**config.mk**
```make
export PLATFORM = sky130hd
export DESIGN_NAME = qpack_token_decoder_top
export DESIGN_NICKNAME = d
export VERILOG_FILES = /design/src/rtl/qtd_pkg.sv /design/src/rtl/qpack_token_decoder_top.sv /design/src/rtl/qtd_datapath.sv /design/src/rtl/qtd_ctrl.sv
export SDC_FILE = /design/constraint.sdc
export NUM_CORES = 1
export LEC_CHECK = 0
export ABC_AREA = 1
export BUFFER_PORTS_ARGS = -buffer_cell sky130_fd_sc_hd__buf_2
export CORE_AREA = 4 4 257 209
export DETAILED_ROUTE_END_ITERATION = 12
export DIE_AREA = 0 0 261 213
export PLACE_DENSITY_LB_ADDON = 0.15
export SYNTH_ARGS = -nofsm -noshare
export SYNTH_HDL_FRONTEND = slang
export SYNTH_SLANG_ARGS = --single-unit
```
**constraint.sdc**
```tcl
create_clock -name clk_i -period 12.64 [get_ports clk_i]
set_input_delay 1.264 -clock clk_i [delete_from_list [all_inputs] [get_ports clk_i]]
set_output_delay 1.264 -clock clk_i [all_outputs]
set_load 0.02 [all_outputs]
```
**src/rtl/qtd_pkg.sv**
```systemverilog
package qtd_pkg;

  // parse modes
  localparam logic [1:0] MODE_TYPE    = 2'd0;
  localparam logic [1:0] MODE_PAYLOAD = 2'd1;
  localparam logic [1:0] MODE_STRING  = 2'd2;
  localparam logic [1:0] MODE_ERROR   = 2'd3;

  // frame kinds
  localparam logic [1:0] FK_ARR  = 2'd0;
  localparam logic [1:0] FK_MAP  = 2'd1;
  localparam logic [1:0] FK_OARR = 2'd2;
  localparam logic [1:0] FK_OMAP = 2'd3;

  // close seek modes
  localparam logic [1:0] SEEK_ARR = 2'd0;
  localparam logic [1:0] SEEK_MAP = 2'd1;
  localparam logic [1:0] SEEK_END = 2'd2;

  // token kinds
  localparam logic [3:0] TK_INT     = 4'd0;
  localparam logic [3:0] TK_FLOAT   = 4'd1;
  localparam logic [3:0] TK_TRUE    = 4'd2;
  localparam logic [3:0] TK_HOOK    = 4'd5;
  localparam logic [3:0] TK_STR     = 4'd6;
  localparam logic [3:0] TK_STRBYTE = 4'd7;
  localparam logic [3:0] TK_ARR     = 4'd8;
  localparam logic [3:0] TK_END     = 4'd10;
  localparam logic [3:0] TK_DONE    = 4'd11;
  localparam logic [3:0] TK_ERROR   = 4'd12;

  // error codes
  localparam logic [2:0] ERR_UNEXP_END = 3'd1;
  localparam logic [2:0] ERR_TRUNC     = 3'd2;
  localparam logic [2:0] ERR_STRAY     = 3'd3;
  localparam logic [2:0] ERR_DEEP      = 3'd4;
  localparam logic [2:0] ERR_LEN       = 3'd5;

  localparam logic [63:0] FLT_M1 = 64'hBFF0000000000000;
  localparam logic [63:0] FLT_P1 = 64'h3FF0000000000000;

  typedef enum logic [3:0] {
    C_NONE, C_ACCEPT, C_STEP, C_END0, C_VD_RD, C_VD_CHK,
    C_SC_RD, C_SC_CHK, C_EOB, C_EOBL, C_FIN
  } cmd_e;

  typedef enum logic [1:0] {
    NX_NONE, NX_VD, NX_END0, NX_SCAN
  } next_e;

  typedef struct packed {
    cmd_e op;
  } cmd_t;

  typedef struct packed {
    next_e nx;
    logic  out_free;
    logic  dep_zero;
    logic  vd_stop;
    logic  scan_zero;
    logic  caught;
    logic  mode_type;
    logic  fin;
    logic  eob;
  } stat_t;

  // payload byte count for a payload kind
  function automatic logic [3:0] pay_size(input logic [3:0] kind);
    logic [3:0] s;
    s = 4'd8;
    if (kind <= 4'd3) s = 4'd1 << kind[1:0];
    else if (kind >= 4'd5 && kind <= 4'd8) s = 4'd1 << 2'(kind - 4'd5);
    return s;
  endfunction

endpackage

```
**src/rtl/qpack_token_decoder_top.sv**
```systemverilog
// Token decoder for one serialized value, fed a byte per input beat.
// Input channel (in_valid_i/in_ready_o): opcode_i 0 carries data_byte_i,
// opcode_i 1 marks end of buffer; that beat emits the closing tokens plus
// a done or error token, then clears the parser for the next buffer.
// Output channel (out_valid_o/out_ready_i): one token per beat; last_o
// flags the final token caused by an input beat. Beats that cause no
// token (payload bytes, ignored trailing bytes) produce nothing.
// Throughput: one input beat at a time. A byte goes through accept, step
// and finish; a completed value adds a value-done step, and every frame
// closed or scanned adds a read and a check step on the frame stack memory.
// A token is held until the next token or the end of the beat is known,
// so that last_o is known, then goes to the output register; the next input
// beat can be accepted while the final token of the previous one waits there.
// Receiver stall: past the idle state, the sequencer holds whenever the
// output register is full and not being taken; nothing is lost. Reset
// (rst_ni low, async) empties the stack, clears pending tokens and
// returns to the type-byte state.
module qpack_token_decoder_top #(
  parameter int MAX_DEPTH = 16,
  localparam int DW = $clog2(MAX_DEPTH + 1)
) (
  input  logic               clk_i,
  input  logic               rst_ni,
  input  logic               in_valid_i,
  output logic               in_ready_o,
  input  logic               opcode_i,
  input  logic [7:0]         data_byte_i,
  output logic               out_valid_o,
  input  logic               out_ready_i,
  output logic [3:0]         token_kind_o,
  output logic signed [63:0] value_o,
  output logic [30:0]        length_o,
  output logic               open_ended_o,
  output logic [DW-1:0]      depth_o,
  output logic [DW-1:0]      dropped_frames_o,
  output logic [2:0]         error_code_o,
  output logic               last_o
);

  qtd_pkg::cmd_t  cmd;
  qtd_pkg::stat_t stat;

  // sequencer: walks byte step, frame unwinds and scans
  qtd_ctrl u_ctrl (
    .clk_i      (clk_i),
    .rst_ni     (rst_ni),
    .in_valid_i (in_valid_i),
    .in_ready_o (in_ready_o),
    .stat_i     (stat),
    .cmd_o      (cmd)
  );

  // parser registers, frame stack and token output registers
  qtd_datapath #(
    .MAX_DEPTH (MAX_DEPTH),
    .DW        (DW)
  ) u_dp (
    .clk_i            (clk_i),
    .rst_ni           (rst_ni),
    .cmd_i            (cmd),
    .stat_o           (stat),
    .opcode_i         (opcode_i),
    .data_byte_i      (data_byte_i),
    .out_valid_o      (out_valid_o),
    .out_ready_i      (out_ready_i),
    .token_kind_o     (token_kind_o),
    .value_o          (value_o),
    .length_o         (length_o),
    .open_ended_o     (open_ended_o),
    .depth_o          (depth_o),
    .dropped_frames_o (dropped_frames_o),
    .error_code_o     (error_code_o),
    .last_o           (last_o)
  );

endmodule

```
**src/rtl/qtd_datapath.sv**
```systemverilog
module qtd_datapath #(
  parameter int MAX_DEPTH = 16,
  parameter int DW = $clog2(MAX_DEPTH + 1),
  parameter int AW = (MAX_DEPTH > 1) ? $clog2(MAX_DEPTH) : 1
) (
  input  logic               clk_i,
  input  logic               rst_ni,
  input  qtd_pkg::cmd_t      cmd_i,
  output qtd_pkg::stat_t     stat_o,
  input  logic               opcode_i,
  input  logic [7:0]         data_byte_i,
  output logic               out_valid_o,
  input  logic               out_ready_i,
  output logic [3:0]         token_kind_o,
  output logic signed [63:0] value_o,
  output logic [30:0]        length_o,
  output logic               open_ended_o,
  output logic [DW-1:0]      depth_o,
  output logic [DW-1:0]      dropped_frames_o,
  output logic [2:0]         error_code_o,
  output logic               last_o
);

  logic          op_q;
  logic [7:0]    byte_q;
  logic [1:0]    mode_q, mode_d;
  logic [3:0]    left_q, left_d;
  logic [3:0]    kind_q, kind_d;
  logic [63:0]   acc_q, acc_d;
  logic [30:0]   str_q, str_d;
  logic [DW-1:0] dep_q, dep_d;
  logic          fin_q, fin_d;
  logic [DW-1:0] scan_q, scan_d;
  logic [1:0]    seek_q, seek_d;
  logic [5:0]    rd_q;
  logic [5:0]    mem [MAX_DEPTH];

  logic          we;
  logic [AW-1:0] wa, ra;
  logic [5:0]    wd;

  // token being produced this cycle
  logic          emit;
  logic [3:0]    t_kind;
  logic [63:0]   t_val;
  logic [30:0]   t_len;
  logic          t_open;
  logic [DW-1:0] t_dep, t_drop;
  logic [2:0]    t_err;

  // held token, sent once the next one (or the end of the beat) is known
  logic          pv_q;
  logic [3:0]    p_kind;
  logic [63:0]   p_val;
  logic [30:0]   p_len;
  logic          p_open;
  logic [DW-1:0] p_dep, p_drop;
  logic [2:0]    p_err;

  logic          ov_q;
  logic          flush;
  logic          load;
  logic          caught;
  logic          rst_state;
  qtd_pkg::next_e nx;

  logic [DW-1:0] dm1, sm1;
  logic [3:0]    size, left, left_n;
  logic [2:0]    idx;
  logic [63:0]   acc_n, sx;
  logic [2:0]    cnt3;
  logic [3:0]    cnt_n;
  logic          is_map;
  logic          deep;

  assign dm1  = dep_q - DW'(1);
  assign sm1  = scan_q - DW'(1);
  assign deep = dep_q >= DW'(MAX_DEPTH);

  assign caught = (seek_q != qtd_pkg::SEEK_MAP && rd_q[5:4] == qtd_pkg::FK_OARR) ||
                  (seek_q != qtd_pkg::SEEK_ARR && rd_q[5:4] == qtd_pkg::FK_OMAP &&
                   !rd_q[0]);

  always_comb begin
    size   = qtd_pkg::pay_size(kind_q);
    left   = (left_q == 4'd0 || left_q > size) ? size : left_q;
    idx    = 3'(size - left);
    acc_n  = acc_q | ({56'd0, byte_q} << {idx, 3'b000});
    left_n = left - 4'd1;
    unique case (size)
      4'd1:    sx = {{56{acc_n[7]}}, acc_n[7:0]};
      4'd2:    sx = {{48{acc_n[15]}}, acc_n[15:0]};
      4'd4:    sx = {{32{acc_n[31]}}, acc_n[31:0]};
      default: sx = acc_n;
    endcase
  end

  always_comb begin
    mode_d = mode_q; left_d = left_q; kind_d = kind_q; acc_d = acc_q;
    str_d = str_q; dep_d = dep_q; fin_d = fin_q; scan_d = scan_q; seek_d = seek_q;
    emit = 1'b0; t_kind = qtd_pkg::TK_INT; t_val = '0; t_len = '0; t_open = 1'b0;
    t_dep = dep_q; t_drop = '0; t_err = '0;
    we = 1'b0; wa = dep_q[AW-1:0]; wd = '0; ra = dm1[AW-1:0];
    nx = qtd_pkg::NX_NONE; flush = 1'b0; rst_state = 1'b0;
    cnt3 = '0; cnt_n = '0; is_map = 1'b0;
    unique case (cmd_i.op)
      qtd_pkg::C_STEP: begin
        if (!fin_q) begin
          unique case (mode_q)
            qtd_pkg::MODE_TYPE: begin
              if (byte_q <= 8'd63) begin
                emit = 1'b1; t_val = {56'd0, byte_q}; nx = qtd_pkg::NX_VD;
              end else if (byte_q <= 8'd123) begin
                emit = 1'b1; t_val = 64'd63 - {56'd0, byte_q}; nx = qtd_pkg::NX_VD;
              end else if (byte_q == 8'd124) begin
                emit = 1'b1; t_kind = qtd_pkg::TK_HOOK; nx = qtd_pkg::NX_VD;
              end else if (byte_q <= 8'd127) begin
                emit = 1'b1; t_kind = qtd_pkg::TK_FLOAT; nx = qtd_pkg::NX_VD;
                case (byte_q[1:0])
                  2'd1:    t_val = qtd_pkg::FLT_M1;
                  2'd3:    t_val = qtd_pkg::FLT_P1;
                  default: t_val = '0;
                endcase
              end else if (byte_q <= 8'd227) begin
                emit = 1'b1; t_kind = qtd_pkg::TK_STR; t_len = 31'(byte_q - 8'd128);
                if (t_len == '0) begin
                  nx = qtd_pkg::NX_VD;
                end else begin
                  mode_d = qtd_pkg::MODE_STRING; str_d = t_len;
                end
              end else if (byte_q <= 8'd236) begin
                if (byte_q <= 8'd231) kind_d = 4'(byte_q - 8'd223);
                else if (byte_q <= 8'd235) kind_d = 4'(byte_q - 8'd232);
                else kind_d = 4'd4;
                left_d = qtd_pkg::pay_size(kind_d);
                acc_d  = '0;
                mode_d = qtd_pkg::MODE_PAYLOAD;
              end else if (byte_q <= 8'd248 || byte_q == 8'd252 || byte_q == 8'd253) begin
                if (byte_q <= 8'd242) begin
                  cnt3 = 3'(byte_q - 8'd237); is_map = 1'b0;
                end else if (byte_q <= 8'd248) begin
                  cnt3 = 3'(byte_q - 8'd243); is_map = 1'b1;
                end else begin
                  is_map = byte_q[0];
                end
                t_kind = qtd_pkg::TK_ARR + {3'd0, is_map};
                emit = 1'b1;
                if (byte_q <= 8'd248 && cnt3 == '0) begin
                  nx = qtd_pkg::NX_END0;
                end else if (deep) begin
                  t_kind = qtd_pkg::TK_ERROR; t_err = qtd_pkg::ERR_DEEP; t_dep = '0;
                  mode_d = qtd_pkg::MODE_ERROR; kind_d = {1'b0, qtd_pkg::ERR_DEEP};
                end else begin
                  we = 1'b1;
                  if (byte_q <= 8'd248) begin
                    t_len = 31'(cnt3);
                    wd = {{1'b0, is_map}, is_map ? {cnt3, 1'b0} : {1'b0, cnt3}};
                  end else begin
                    t_open = 1'b1;
                    wd = {{1'b1, is_map}, 4'd0};
                  end
                  dep_d = dep_q + DW'(1);
                end
              end else if (byte_q <= 8'd251) begin
                emit = 1'b1; t_kind = 4'(byte_q - 8'd247); nx = qtd_pkg::NX_VD;
              end else begin
                scan_d = dep_q;
                seek_d = byte_q[0] ? qtd_pkg::SEEK_MAP : qtd_pkg::SEEK_ARR;
                nx = qtd_pkg::NX_SCAN;
              end
            end
            qtd_pkg::MODE_PAYLOAD: begin
              acc_d = acc_n; left_d = left_n;
              if (left_n == 4'd0) begin
                mode_d = qtd_pkg::MODE_TYPE;
                emit = 1'b1;
                if (kind_q <= 4'd3) begin
                  t_val = sx; nx = qtd_pkg::NX_VD;
                end else if (kind_q == 4'd4) begin
                  t_kind = qtd_pkg::TK_FLOAT; t_val = acc_n; nx = qtd_pkg::NX_VD;
                end else if (acc_n[63:31] != '0) begin
                  t_kind = qtd_pkg::TK_ERROR; t_err = qtd_pkg::ERR_LEN; t_dep = '0;
                  mode_d = qtd_pkg::MODE_ERROR; kind_d = {1'b0, qtd_pkg::ERR_LEN};
                end else begin
                  t_kind = qtd_pkg::TK_STR; t_len = acc_n[30:0];
                  if (t_len == '0) begin
                    nx = qtd_pkg::NX_VD;
                  end else begin
                    mode_d = qtd_pkg::MODE_STRING; str_d = t_len;
                  end
                end
              end
            end
            qtd_pkg::MODE_STRING: begin
              emit = 1'b1; t_kind = qtd_pkg::TK_STRBYTE; t_val = {56'd0, byte_q};
              str_d = str_q - 31'd1;
              if (str_d == '0) begin
                mode_d = qtd_pkg::MODE_TYPE; nx = qtd_pkg::NX_VD;
              end
            end
            default: ;
          endcase
        end
      end
      qtd_pkg::C_END0: begin
        emit = 1'b1; t_kind = qtd_pkg::TK_END;
      end
      qtd_pkg::C_VD_RD: begin
        if (dep_q == '0) fin_d = 1'b1;
      end
      qtd_pkg::C_VD_CHK: begin
        wa = dm1[AW-1:0];
        cnt_n = rd_q[3:0] - 4'd1;
        if (rd_q[5:4] == qtd_pkg::FK_OMAP) begin
          we = 1'b1; wd = rd_q ^ 6'd1;
        end else if (rd_q[5:4] != qtd_pkg::FK_OARR) begin
          if (cnt_n != '0) begin
            we = 1'b1; wd = {rd_q[5:4], cnt_n};
          end else begin
            dep_d = dm1; emit = 1'b1; t_kind = qtd_pkg::TK_END; t_dep = dm1;
          end
        end
      end
      qtd_pkg::C_SC_RD: begin
        ra = sm1[AW-1:0];
        if (scan_q == '0) begin
          emit = 1'b1; t_kind = qtd_pkg::TK_ERROR; t_dep = '0;
          if (seek_q == qtd_pkg::SEEK_END) begin
            t_err = qtd_pkg::ERR_UNEXP_END;
          end else begin
            t_err = qtd_pkg::ERR_STRAY;
            mode_d = qtd_pkg::MODE_ERROR; kind_d = {1'b0, qtd_pkg::ERR_STRAY};
          end
        end
      end
      qtd_pkg::C_SC_CHK: begin
        if (caught) begin
          emit = 1'b1; t_kind = qtd_pkg::TK_END; t_open = 1'b1;
          t_dep = sm1; t_drop = dep_q - scan_q; dep_d = sm1;
        end else begin
          scan_d = sm1;
        end
      end
      qtd_pkg::C_EOB: begin
        if (mode_q == qtd_pkg::MODE_ERROR) begin
          emit = 1'b1; t_kind = qtd_pkg::TK_ERROR; t_err = kind_q[2:0]; t_dep = '0;
        end else if (mode_q != qtd_pkg::MODE_TYPE) begin
          emit = 1'b1; t_kind = qtd_pkg::TK_ERROR; t_err = qtd_pkg::ERR_TRUNC; t_dep = '0;
        end
      end
      qtd_pkg::C_EOBL: begin
        if (fin_q) begin
          emit = 1'b1; t_kind = qtd_pkg::TK_DONE; t_dep = '0;
        end else begin
          scan_d = dep_q; seek_d = qtd_pkg::SEEK_END;
        end
      end
      qtd_pkg::C_FIN: begin
        flush = 1'b1;
        rst_state = op_q;
      end
      default: ;
    endcase
    if (rst_state) begin
      mode_d = qtd_pkg::MODE_TYPE; left_d = '0; kind_d = '0; acc_d = '0;
      str_d = '0; dep_d = '0; fin_d = 1'b0;
    end
  end

  assign load = (emit && pv_q) || (flush && pv_q);

  always_ff @(posedge clk_i or negedge rst_ni) begin
    if (!rst_ni) begin
      mode_q <= qtd_pkg::MODE_TYPE;
      left_q <= '0;
      kind_q <= '0;
      acc_q  <= '0;
      str_q  <= '0;
      dep_q  <= '0;
      fin_q  <= 1'b0;
      scan_q <= '0;
      seek_q <= qtd_pkg::SEEK_ARR;
      pv_q   <= 1'b0;
      ov_q   <= 1'b0;
    end else begin
      mode_q <= mode_d;
      left_q <= left_d;
      kind_q <= kind_d;
      acc_q  <= acc_d;
      str_q  <= str_d;
      dep_q  <= dep_d;
      fin_q  <= fin_d;
      scan_q <= scan_d;
      seek_q <= seek_d;
      if (emit) pv_q <= 1'b1;
      else if (flush) pv_q <= 1'b0;
      if (load) ov_q <= 1'b1;
      else if (out_ready_i) ov_q <= 1'b0;
    end
  end

  always_ff @(posedge clk_i) begin
    if (cmd_i.op == qtd_pkg::C_ACCEPT) begin
      op_q   <= opcode_i;
      byte_q <= data_byte_i;
    end
    if (we) mem[wa] <= wd;
    rd_q <= mem[ra];
    if (load) begin
      token_kind_o     <= p_kind;
      value_o          <= p_val;
      length_o         <= p_len;
      open_ended_o     <= p_open;
      depth_o          <= p_dep;
      dropped_frames_o <= p_drop;
      error_code_o     <= p_err;
      last_o           <= flush;
    end
    if (emit) begin
      p_kind <= t_kind; p_val <= t_val; p_len <= t_len; p_open <= t_open;
      p_dep  <= t_dep;  p_drop <= t_drop; p_err <= t_err;
    end
  end

  assign out_valid_o = ov_q;

  assign stat_o.nx        = nx;
  assign stat_o.out_free  = !ov_q || out_ready_i;
  assign stat_o.dep_zero  = dep_q == '0;
  assign stat_o.vd_stop   = rd_q[5:4] == qtd_pkg::FK_OARR || rd_q[5:4] == qtd_pkg::FK_OMAP ||
                            rd_q[3:0] != 4'd1;
  assign stat_o.scan_zero = scan_q == '0;
  assign stat_o.caught    = caught;
  assign stat_o.mode_type = mode_q == qtd_pkg::MODE_TYPE;
  assign stat_o.fin       = fin_q;
  assign stat_o.eob       = op_q;

endmodule

```
**src/rtl/qtd_ctrl.sv**
```systemverilog
module qtd_ctrl (
  input  logic           clk_i,
  input  logic           rst_ni,
  input  logic           in_valid_i,
  output logic           in_ready_o,
  input  qtd_pkg::stat_t stat_i,
  output qtd_pkg::cmd_t  cmd_o
);

  localparam logic [3:0] S_IDLE = 4'd0;
  localparam logic [3:0] S_BYTE = 4'd1;
  localparam logic [3:0] S_END0 = 4'd2;
  localparam logic [3:0] S_VDR  = 4'd3;
  localparam logic [3:0] S_VDC  = 4'd4;
  localparam logic [3:0] S_SCR  = 4'd5;
  localparam logic [3:0] S_SCC  = 4'd6;
  localparam logic [3:0] S_EOB  = 4'd7;
  localparam logic [3:0] S_EOBL = 4'd8;
  localparam logic [3:0] S_FIN  = 4'd9;

  logic [3:0] state_q, state_d;
  logic [3:0] after_vd;

  assign in_ready_o = state_q == S_IDLE;
  assign after_vd   = stat_i.eob ? S_EOBL : S_FIN;

  always_comb begin
    state_d  = state_q;
    cmd_o.op = qtd_pkg::C_NONE;
    unique case (state_q)
      S_IDLE: begin
        if (in_valid_i) begin
          cmd_o.op = qtd_pkg::C_ACCEPT;
          state_d  = S_BYTE;
        end
      end
      default: begin
        if (stat_i.out_free) begin
          unique case (state_q)
            S_BYTE: begin
              if (stat_i.eob) begin
                state_d = S_EOB;
              end else begin
                cmd_o.op = qtd_pkg::C_STEP;
                unique case (stat_i.nx)
                  qtd_pkg::NX_VD:   state_d = S_VDR;
                  qtd_pkg::NX_END0: state_d = S_END0;
                  qtd_pkg::NX_SCAN: state_d = S_SCR;
                  default:          state_d = S_FIN;
                endcase
              end
            end
            S_END0: begin
              cmd_o.op = qtd_pkg::C_END0;
              state_d  = S_VDR;
            end
            S_VDR: begin
              cmd_o.op = qtd_pkg::C_VD_RD;
              state_d  = stat_i.dep_zero ? after_vd : S_VDC;
            end
            S_VDC: begin
              cmd_o.op = qtd_pkg::C_VD_CHK;
              state_d  = stat_i.vd_stop ? after_vd : S_VDR;
            end
            S_SCR: begin
              cmd_o.op = qtd_pkg::C_SC_RD;
              state_d  = stat_i.scan_zero ? S_FIN : S_SCC;
            end
            S_SCC: begin
              cmd_o.op = qtd_pkg::C_SC_CHK;
              state_d  = stat_i.caught ? S_VDR : S_SCR;
            end
            S_EOB: begin
              cmd_o.op = qtd_pkg::C_EOB;
              state_d  = stat_i.mode_type ? S_EOBL : S_FIN;
            end
            S_EOBL: begin
              cmd_o.op = qtd_pkg::C_EOBL;
              state_d  = stat_i.fin ? S_FIN : S_SCR;
            end
            S_FIN: begin
              cmd_o.op = qtd_pkg::C_FIN;
              state_d  = S_IDLE;
            end
            default: state_d = S_IDLE;
          endcase
        end
      end
    endcase
  end

  always_ff @(posedge clk_i or negedge rst_ni) begin
    if (!rst_ni) state_q <= S_IDLE;
    else state_q <= state_d;
  end

endmodule
```
==> results of run 1 <==
==> cells by family after synthesis <==
group | share of synthesized area
AND/OR/NAND/NOR | 0.1772
AO/OA/AOI/OAI | 0.1389
flip-flops | 0.5796
buffers and inverters | 0.06871
XOR/XNOR | 0.01655
adder cells (fa/ha/maj) | 0.01902
==> worst max-delay path, delay by kind of cell, from the launching register on <==
| kind | cells | cell delay, ns |
|---|---|---|
| buffers and inverters | 6 | 1.50 |
| DFF | 1 | 0.44 |
| adders and majority gates | 4 | 0.91 |
| AOI/OAI and AO/OA | 8 | 1.84 |
| and+or+nand+nor | 15 | 2.77 |
==> final timing paths <==
check                                  endpoint  slack (ns)  depth (start not counted)
max in group asynchronous        u_dp.str_q[12]       10.30                          2
hold reg to reg            u_dp.token_kind_o[3]        0.41                          0
hold / removal             u_dp.token_kind_o[3]        0.41                          0
min in group asynchronous        u_dp.scan_q[0]        0.75                          1
setup / recovery              u_ctrl.state_q[1]        5.04                         33
setup reg to reg              u_ctrl.state_q[1]        5.04                         33
==> flip-flops by register name, summed over array words and instances (netlist names), 6 cells and up <==
name and count:
u_dp.p_val 64, u_dp.mem 96, u_dp.byte_q 8, u_dp.length_o 31, u_dp.p_len 31, u_dp.rd_q 6
u_dp.str_q 31, u_dp.acc_q 64, u_dp.value_o 64
==> through the flow <==
stage,area (sq um),util,instances
floorplan,22760,-,2461
global placement,23990,0.4720,3184
detailed placement,23990,0.4720,3184
CTS,25620,0.5041,3272
global route,25620,0.5041,3272
finish,25620,0.5041,3272
==> routing by layer <==
| layer | routed length, microns | part of all wire | GRT usage | vias to the layer above |
|---|---|---|---|---|
| li1 | - | - | - | 8553 |
| met3 | 6036 | 0.087 | 0.04222 | 82 |
| met2 | 27950 | 0.40 | 0.3351 | 774 |
| met5 | 0 | 0 | 0 | - |
| met1 | 34120 | 0.49 | 0.4047 | 8910 |
| met4 | 1064 | 0.015 | 0.04674 | 0 |
==> cell type report <==
class	count	area, sq um
fillers	4790	25210
flip-flops and latches	462	13190
multi-input cells	1598	8048
clock buffers	58	1270
inverters	290	1089
well taps	684	855.8
repair buffers	150	808.3
clock inverters	30	359.1
==> cells in the mapped netlist (33+ instances only) <==
cell type	n
clkbuf_1	84
inv_1	269
nor2_1	282
a21boi_0	37
edfxtp_1	332
o21ai_0	207
dfrtp_1	124
nand3_1	91
nor3_1	74
ha_1	33
a21oi_1	164
nand2_1	473
==> metrics.md, run 1 <==
| Metric | Value |
|---|---|
| Most frequent CP cell | nand2_1 |
| Post-place setup slack | 5.228 ns |
| Clock Sink Count | 462 |
| Vias/cell | 5.599 |
| R2r startpoint | u_dp.kind_q[2] |
| Setup ws final | 5.038 ns |
| Setup Viol. Count Final | 0 |
| Prevailing post-synth register cell | edfxtp_1 |
| Routed WL per cell | 21.14 microns |
| Startpoint types | flop |
| Slew margin rel. | 0.1708 |
| Clock Path Buffers | 3 |
| CTS buffer count | 48 |
| Commonest non-fill, non-tap cell in the layout | nand2_1 |
| Number of synthesized flops with an enable pin | 332 |
| Initial antenna violation count | 0 |
| Grt ovf | 0 |
| Post-layout min period | 7.602 ns |
| Share of layout cells above drive strength 1 | 0.1036 |
| Slew @ Worst Pin | 1.241 ns |
| Synth area leaders | edfxtp_1 (44%), dfrtp_1 (14%), nand2_1 (7.8%) |
| Setup TNS | 0 ns |
| # diodes | 0 |
| Crit Path Max Fanout | 33 |
| H-tree level count | 2 |
| Latest clock arrival within the worst-skew pair | 0.60 ns |
| First-pass GRT wire length | 104900 microns |
| Pins Over Slew Limit | 0 |
| Post CTS Setup Buffer Count | 0 |
| Worst hold path class | reg2reg |
| Unrepaired setup endpoints after global routing | no |
| Hold buffer count at CTS | 0 |
| Core area | 50830 sq um |
| Vias | 18.32k |
| Distinct cells, synth | 55 |
| Port bufs | 128 |
| Register area share after synthesis | 0.5796 |
| Routed Antenna Nets | 0 |
| Largest net degree at the start of global routing | 76 |
| Post-DP HPWL | 48650 microns |
| Yosys warns | 0 |
| Syn_area_per_cell | 9.249 sq um |
| Most frequent cells in the layout | nand2_1 (470), edfxtp_1 (332), nor2_1 (281) |
| Die area | 55590 sq um |
| DR iter-0 viols | 2162 |
| Number of synthesized register bits | 462 |
| Post-Syn Instances | 2461 |
| Final period utilization | 0.6014 |
| Number of global-route vias before repair | 17.10k |
| Io pins | 129 |
| Drc violations | 0 |
| Syn Nets | 2508 |
| Hold Slack | 0.4119 ns |
| Slowest stage delay, CP | 0.72 ns |
| Max-cap violations | 0 |
| Fmax | 0.1315 GHz |
| Total global-route track usage | 0.2445 |
| Async S/R FF share, synth | 0.2684 |
| GPL Wtd Cong | 0.9600 |
| Critical Path End Type | flop |
| Max stage delay cell, worst path | inv_1 |
| Resize count post-CTS | 0 |
| Chip Width | 261 microns |
| Initial core utilization | 0.4478 |
| Die height | 213 microns |
| Row count | 74 |
| Clock skew | 0.02316 ns |
| Post-synth top area cell | edfxtp_1 |
| Pre-antenna DRT Iters | 8 |
| Share of the synthesized area in the top cell type | 0.4380 |
| Root buf cell | clkbuf_16 |
| Crit path launch | u_dp.kind_q[2] |
| Status | complete, no violations |
| CTS clk-pin slew, worst paths | 0.06 ns |
| CTS tree | built |
| Nets | 2597 |
| Area growth syn-to-layout | 12.57% |
| Critical path arrival | 8.06 ns |
| Post-Synthesis Cell Area | 22760 sq um |
| Worst Hold Launch | u_dp.p_kind[3] |
| Critical path required time | 13.10 ns |
| Routed WL | 69180 microns |
| Final hold vios | 0 |
| CP Class | reg2reg |
Power of run 1 is not shown: default switching activity piles up to over one toggle a cycle in this logic, so the estimate is an artifact.
==> inputs of run 2 (changes only) <==
- clock period: 12.64 -> 7.4 ns (I/O delays scaled with it)
==> run 2 against run 1 <==
Compared with the run above: cell count grew 0.43%; register-to-register slack lost 4.2 ns; die area is the same; clock skew shrank 0.0014 ns; fmax grew 15%; non-clock buffer count grew 15; critical path type unchanged.
==> metrics.md, run 2 (synthesis results as in run 1) <==
| Metric | Value |
|---|---|
| Slowest stage delay, CP | 0.52 ns (was 0.72 ns) |
| CTS clk-pin slew, worst paths | 0.06 ns (about the same) |
| Die area | 55590 sq um (unchanged) |
| Grt ovf | 0 (unchanged) |
| Total global-route track usage | 0.2477 (was 0.2445) |
| Hold buffer count at CTS | 0 (unchanged) |
| Area growth syn-to-layout | 12.79% (was 12.57%) |
| Vias/cell | 5.566 (was 5.599) |
| Core area | 50830 sq um (unchanged) |
| Final hold vios | 0 (unchanged) |
| Routed WL per cell | 21.17 microns (was 21.14 microns) |
| Die height | 213 microns (unchanged) |
| Latest clock arrival within the worst-skew pair | 0.59 ns (was 0.60 ns) |
| CTS tree | built (unchanged) |
| Max stage delay cell, worst path | inv_1 (unchanged) |
| Clock Sink Count | 462 (unchanged) |
| Largest net degree at the start of global routing | 80 (was 76) |
| Nets | 2611 (was 2597) |
| Routed Antenna Nets | 0 (unchanged) |
| Startpoint types | flop (unchanged) |
| CP Class | reg2reg (unchanged) |
| Area occupied by registers | 13190 sq um (unchanged) |
| Io pins | 129 (unchanged) |
| Final period utilization | 0.8928 (was 0.6014) |
| Critical path arrival | 7.06 ns (was 8.06 ns) |
| Worst hold path class | in2async (was reg2reg) |
| Post-DP HPWL | 49550 microns (was 48650 microns) |
| Setup TNS | 0 ns (unchanged) |
| Status | complete, no violations (unchanged) |
| Setup Viol. Count Final | 0 (unchanged) |
| Resize count post-CTS | 0 (unchanged) |
| Number of global-route vias before repair | 17.41k (was 17.10k) |
| Setup ws final | 0.7932 ns (was 5.038 ns) |
| Critical path required time | 7.86 ns (was 13.10 ns) |
| Fillers | 4742 (was 4790) |
| Number of instances in the placed design | 3199 (was 3184) |
| Fmax | 0.1514 GHz (was 0.1315 GHz) |
| Critical Path End Type | flop (unchanged) |
| Chip Width | 261 microns (unchanged) |
| Pins Over Slew Limit | 0 (unchanged) |
| Number of cells on the worst reg-to-reg path | 32 (was 33) |
| Crit Path Max Fanout | 17 (was 33) |
| Initial core utilization | 0.4478 (unchanged) |
| CTS buffer count | 47 (was 48) |
| Slew @ Worst Pin | 1.158 ns (was 1.241 ns) |
| Post-place setup slack | 1.003 ns (was 5.228 ns) |
| Clock Path Buffers | 3 (unchanged) |
| H-tree level count | 2 (unchanged) |
| Unrepaired setup endpoints after global routing | no (unchanged) |
| Share of layout cells above drive strength 1 | 0.1061 (was 0.1036) |
| DR iter-0 viols | 2154 (was 2162) |
| Slew margin rel. | 0.2283 (was 0.1708) |
| # diodes | 0 (unchanged) |
| Port bufs | 128 (unchanged) |
| Final Instance Count excl. Fillers | 3286 (was 3272) |
| Post CTS Setup Buffer Count | 0 (unchanged) |
| Root buf cell | clkbuf_16 (unchanged) |
| Pre-antenna DRT Iters | 8 (unchanged) |
| GPL Wtd Cong | 0.9564 (was 0.9600) |
| Commonest non-fill, non-tap cell in the layout | nand2_1 (unchanged) |
| Max-cap violations | 0 (unchanged) |
| Vias | 18.29k (was 18.32k) |
| Top reg by flops | u_dp.mem (unchanged) |
| Routed WL | 69560 microns (was 69180 microns) |
| Area of the multi-input gates | 8045 sq um (was 8048 sq um) |
| Drc violations | 0 (unchanged) |
| Post-layout min period | 6.607 ns (was 7.602 ns) |
| Initial antenna violation count | 0 (unchanged) |
| Row count | 74 (unchanged) |
| First-pass GRT wire length | 106300 microns (was 104900 microns) |
| Clock skew | 0.02173 ns (was 0.02316 ns) |
| Max FFs per register | 96 (unchanged) |
| Most frequent cells in the layout | nand2_1 (471), edfxtp_1 (332), nor2_1 (281) (was nand2_1 (470), edfxtp_1 (332), nor2_1 (281)) |
| Final core occ | 0.5050 (was 0.5041) |
run 2: changes by cell type in the layout (fill, tap and decap cells not counted), moves of 2 or more:
cell	before	now
clkinv_2	9	4
clkbuf_8	1	4
clkbuf_1	8	12
clkbuf_16	49	47
bufinv_16	7	5
clkinvlp_4	8	6
buf_4	23	37
inv_6	0	2
run 2: path summary, 6_finish.rpt:
check / startpoint / endpoint / slack, ns
setup / recovery: u_dp.kind_q[2] / u_ctrl.state_q[1] / 0.79
hold / removal: rst_ni / u_dp.scan_q[1] / 0.20
max in group asynchronous: rst_ni / u_dp.acc_q[39] / 5.54
setup reg to reg: u_dp.kind_q[2] / u_ctrl.state_q[1] / 0.79
min in group clk_i: opcode_i / u_dp.op_q / 0.34
hold reg to reg: u_dp.p_val[50] / u_dp.value_o[50] / 0.42
run 2: area by class of cell:
class / instances / area share
clock inverters: 24 / 0.01092
clock buffers: 63 / 0.04971
repair buffers: 165 / 0.03636
multi-input cells: 1598 / 0.3134
flip-flops and latches: 462 / 0.5139
inverters: 290 / 0.04240
well taps: 684 / 0.03334
run 2: stage by stage:
stage	hold WS, ns	area, sq um
after floorplan	0.4003	22770
after global placement	0.4022	24120
after detailed placement	0.4045	24120
after CTS	0.1995	25670
after global routing	0.2303	25670
final	0.1958	25670
run 2: routing by layer:
layer	wire, microns	vias to the layer above	GRT usage
li1	-	8583	-
met1	34240	8875	0.4060
met2	28010	753	0.3372
met3	6180	80	0.04897
met4	1133	0	0.05208
met5	0	-	0
run 2: worst max-delay path: cells and delay by family, from the launching register on:
kind	cells	cell delay [ns]
AND/OR/NAND/NOR	14	2.13
buffers and inverters	7	1.14
adder cells (fa/ha/maj)	4	1.16
flip-flops	1	0.45
AO/OA/AOI/OAI	7	1.58
Power of run 2 is left out for the same reason.
==> inputs of run 3 (changes only) <==
- CORE_AREA: 4 4 257 209 -> 4 4 165 326
- CTS_CLUSTER_DIAMETER: not set -> 150
- DIE_AREA: 0 0 261 213 -> 0 0 169 330
- MAX_ROUTING_LAYER: not set -> met4
==> run 3 against run 2 <==
Compared with the run above: sequential cell count unchanged; register-to-register slack worse by 0.15 ns; clock skew down 0.0050 ns; die area up 0.32%; cell count down 1.3%; global-route usage up 3.3 points; critical path type unchanged; critical endpoint unchanged.
==> metrics.md, run 3 (synthesis results as in run 1) <==
| Metric | Value |
|---|---|
| Core area | 51090 sq um (was 50830 sq um) |
| Chip Width | 169 microns (was 261 microns) |
| Area occupied by registers | 13190 sq um (unchanged) |
| Largest net degree at the start of global routing | 74 (was 80) |
| Max-cap violations | 0 (unchanged) |
| Initial core utilization | 0.4455 (was 0.4478) |
| Post-layout min period | 6.760 ns (was 6.607 ns) |
| Startpoint types | flop (unchanged) |
| Post CTS Setup Buffer Count | 0 (unchanged) |
| Row count | 117 (was 74) |
| Post-DP HPWL | 58530 microns (was 49550 microns) |
| Top layer reached by signal wires | met4 (unchanged) |
| Share of layout cells above drive strength 1 | 0.1042 (was 0.1061) |
| Routed WL | 76870 microns (was 69560 microns) |
| CP Class | reg2reg (unchanged) |
| Crit Path Max Fanout | 29 (was 17) |
| Number of global-route vias before repair | 18.66k (was 17.41k) |
| Number of instances in the placed design | 3169 (was 3199) |
| Fmax | 0.1479 GHz (was 0.1514 GHz) |
| Commonest non-fill, non-tap cell in the layout | nand2_1 (unchanged) |
| Final hold vios | 0 (unchanged) |
| Top reg by flops | u_dp.mem (unchanged) |
| Drc violations | 0 (unchanged) |
| Max FFs per register | 96 (unchanged) |
| Pre-antenna DRT Iters | 5 (was 8) |
| Most frequent CP cell | nand2_1 |
| CTS buffer count | 41 (was 47) |
| Critical path required time | 7.85 ns (was 7.86 ns) |
| Die height | 330 microns (was 213 microns) |
| # diodes | 0 (unchanged) |
| Area after DPL | 24090 sq um (was 24120 sq um) |
| Initial antenna violation count | 0 (unchanged) |
| Routed Antenna Nets | 0 (unchanged) |
| Area growth syn-to-layout | 11.52% (was 12.79%) |
| Status | complete, no violations (unchanged) |
| CTS clk-pin slew, worst paths | 0.08 ns (was 0.06 ns) |
| Clock skew | 0.01676 ns (was 0.02173 ns) |
| Slew margin rel. | 0.1131 (was 0.2283) |
| Pins Over Slew Limit | 0 (unchanged) |
| Io pins | 129 (unchanged) |
| Vias/cell | 5.614 (was 5.566) |
| CTS tree | built (unchanged) |
| Final Instance Count excl. Fillers | 3244 (was 3286) |
| First-pass GRT wire length | 113500 microns (was 106300 microns) |
| Wire length on met2 | 41690 microns (was 28010 microns) |
| Root buf cell | clkbuf_16 (unchanged) |
| Latest clock arrival within the worst-skew pair | 0.57 ns (was 0.59 ns) |
| Setup Viol. Count Final | 0 (unchanged) |
| Slew @ Worst Pin | 1.320 ns (was 1.158 ns) |
| Final period utilization | 0.9135 (was 0.8928) |
| Die area | 55770 sq um (was 55590 sq um) |
| R2r startpoint | u_dp.kind_q[3] (was u_dp.kind_q[2]) |
| Met3 WL | 2582 microns (was 6180 microns) |
| Slowest stage delay, CP | 0.45 ns (was 0.52 ns) |
| Routed WL per cell | 23.70 microns (was 21.17 microns) |
| Clock Sink Count | 462 (unchanged) |
| Unrepaired setup endpoints after global routing | no (unchanged) |
| Worst hold path class | in2async (unchanged) |
| Grt ovf | 0 (unchanged) |
| Area of the multi-input gates | 8054 sq um (was 8045 sq um) |
| Max stage delay cell, worst path | nor2_1 (was inv_1) |
| DR iter-0 viols | 1272 (was 2154) |
| Met1 WL | 23320 microns (was 34240 microns) |
| Clock Path Buffers | 3 (unchanged) |
| Port bufs | 128 (unchanged) |
| Final instance area | 25380 sq um (was 25670 sq um) |
| H-tree level count | 2 (unchanged) |
| Fillers | 4862 (was 4742) |
| CP bufs+invs | 7 (unchanged) |
| Resize count post-CTS | 0 (unchanged) |
| GPL Wtd Cong | 0.9969 (was 0.9564) |
| Nets | 2605 (was 2611) |
| Crit path launch | u_dp.kind_q[3] (was u_dp.kind_q[2]) |
| Hold buffer count at CTS | 0 (unchanged) |
| Top cell family by delay on the critical path | simple AND/OR/NAND/NOR gates (unchanged) |
| Setup TNS | 0 ns (unchanged) |
| Critical Path End Type | flop (unchanged) |
| Most frequent cells in the layout | nand2_1 (471), edfxtp_1 (332), nor2_1 (281) (unchanged) |
| Total global-route track usage | 0.2812 (was 0.2477) |
| Critical path arrival | 7.21 ns (was 7.06 ns) |
| Vias | 18.21k (was 18.29k) |
==> run 3: layout make-up <==
cell class / instances / share of cell area
Clock buffer: 50 / 0.04293
Clock inverter: 25 / 0.008182
Inverter: 290 / 0.04288
Multi-Input combinational cell: 1598 / 0.3173
Sequential cell: 462 / 0.5197
Tap cell: 654 / 0.03224
Timing Repair Buffer: 165 / 0.03677
==> run 3: path summary, 6_finish.rpt <==
kind | slack [ns] | endpoint | cells after the start
setup / recovery | 0.64 | u_ctrl.state_q[1] | 33
hold / removal | 0.29 | u_dp.acc_q[9] | 1
setup reg to reg | 0.64 | u_ctrl.state_q[1] | 33
hold reg to reg | 0.42 | u_dp.length_o[23] | 0
max in group asynchronous | 5.55 | u_dp.acc_q[32] | 2
min in group clk_i | 0.35 | u_dp.op_q | 1
==> run 3: metrics by stage <==
step | utilization | hold WS (ns) | worst slack [ns]
6_report | 0.4969 | 0.2909 | 0.6400
3_3_place_gp | 0.4715 | 0.4003 | 0.8214
4_1_cts | 0.4969 | 0.2926 | 0.6945
2_1_floorplan | - | 0.4003 | 1.032
3_5_place_dp | 0.4715 | 0.4045 | 0.7396
5_1_grt | 0.4969 | 0.3276 | 0.1402
==> run 3: per-layer routing <==
metal	up-vias	GRT usage
li1	8569	-
met1	8686	0.2395
met2	605	0.5198
met3	353	0.02730
met4	0	0.2652
met5	-	-
Power of run 3 is left out for the same reason.
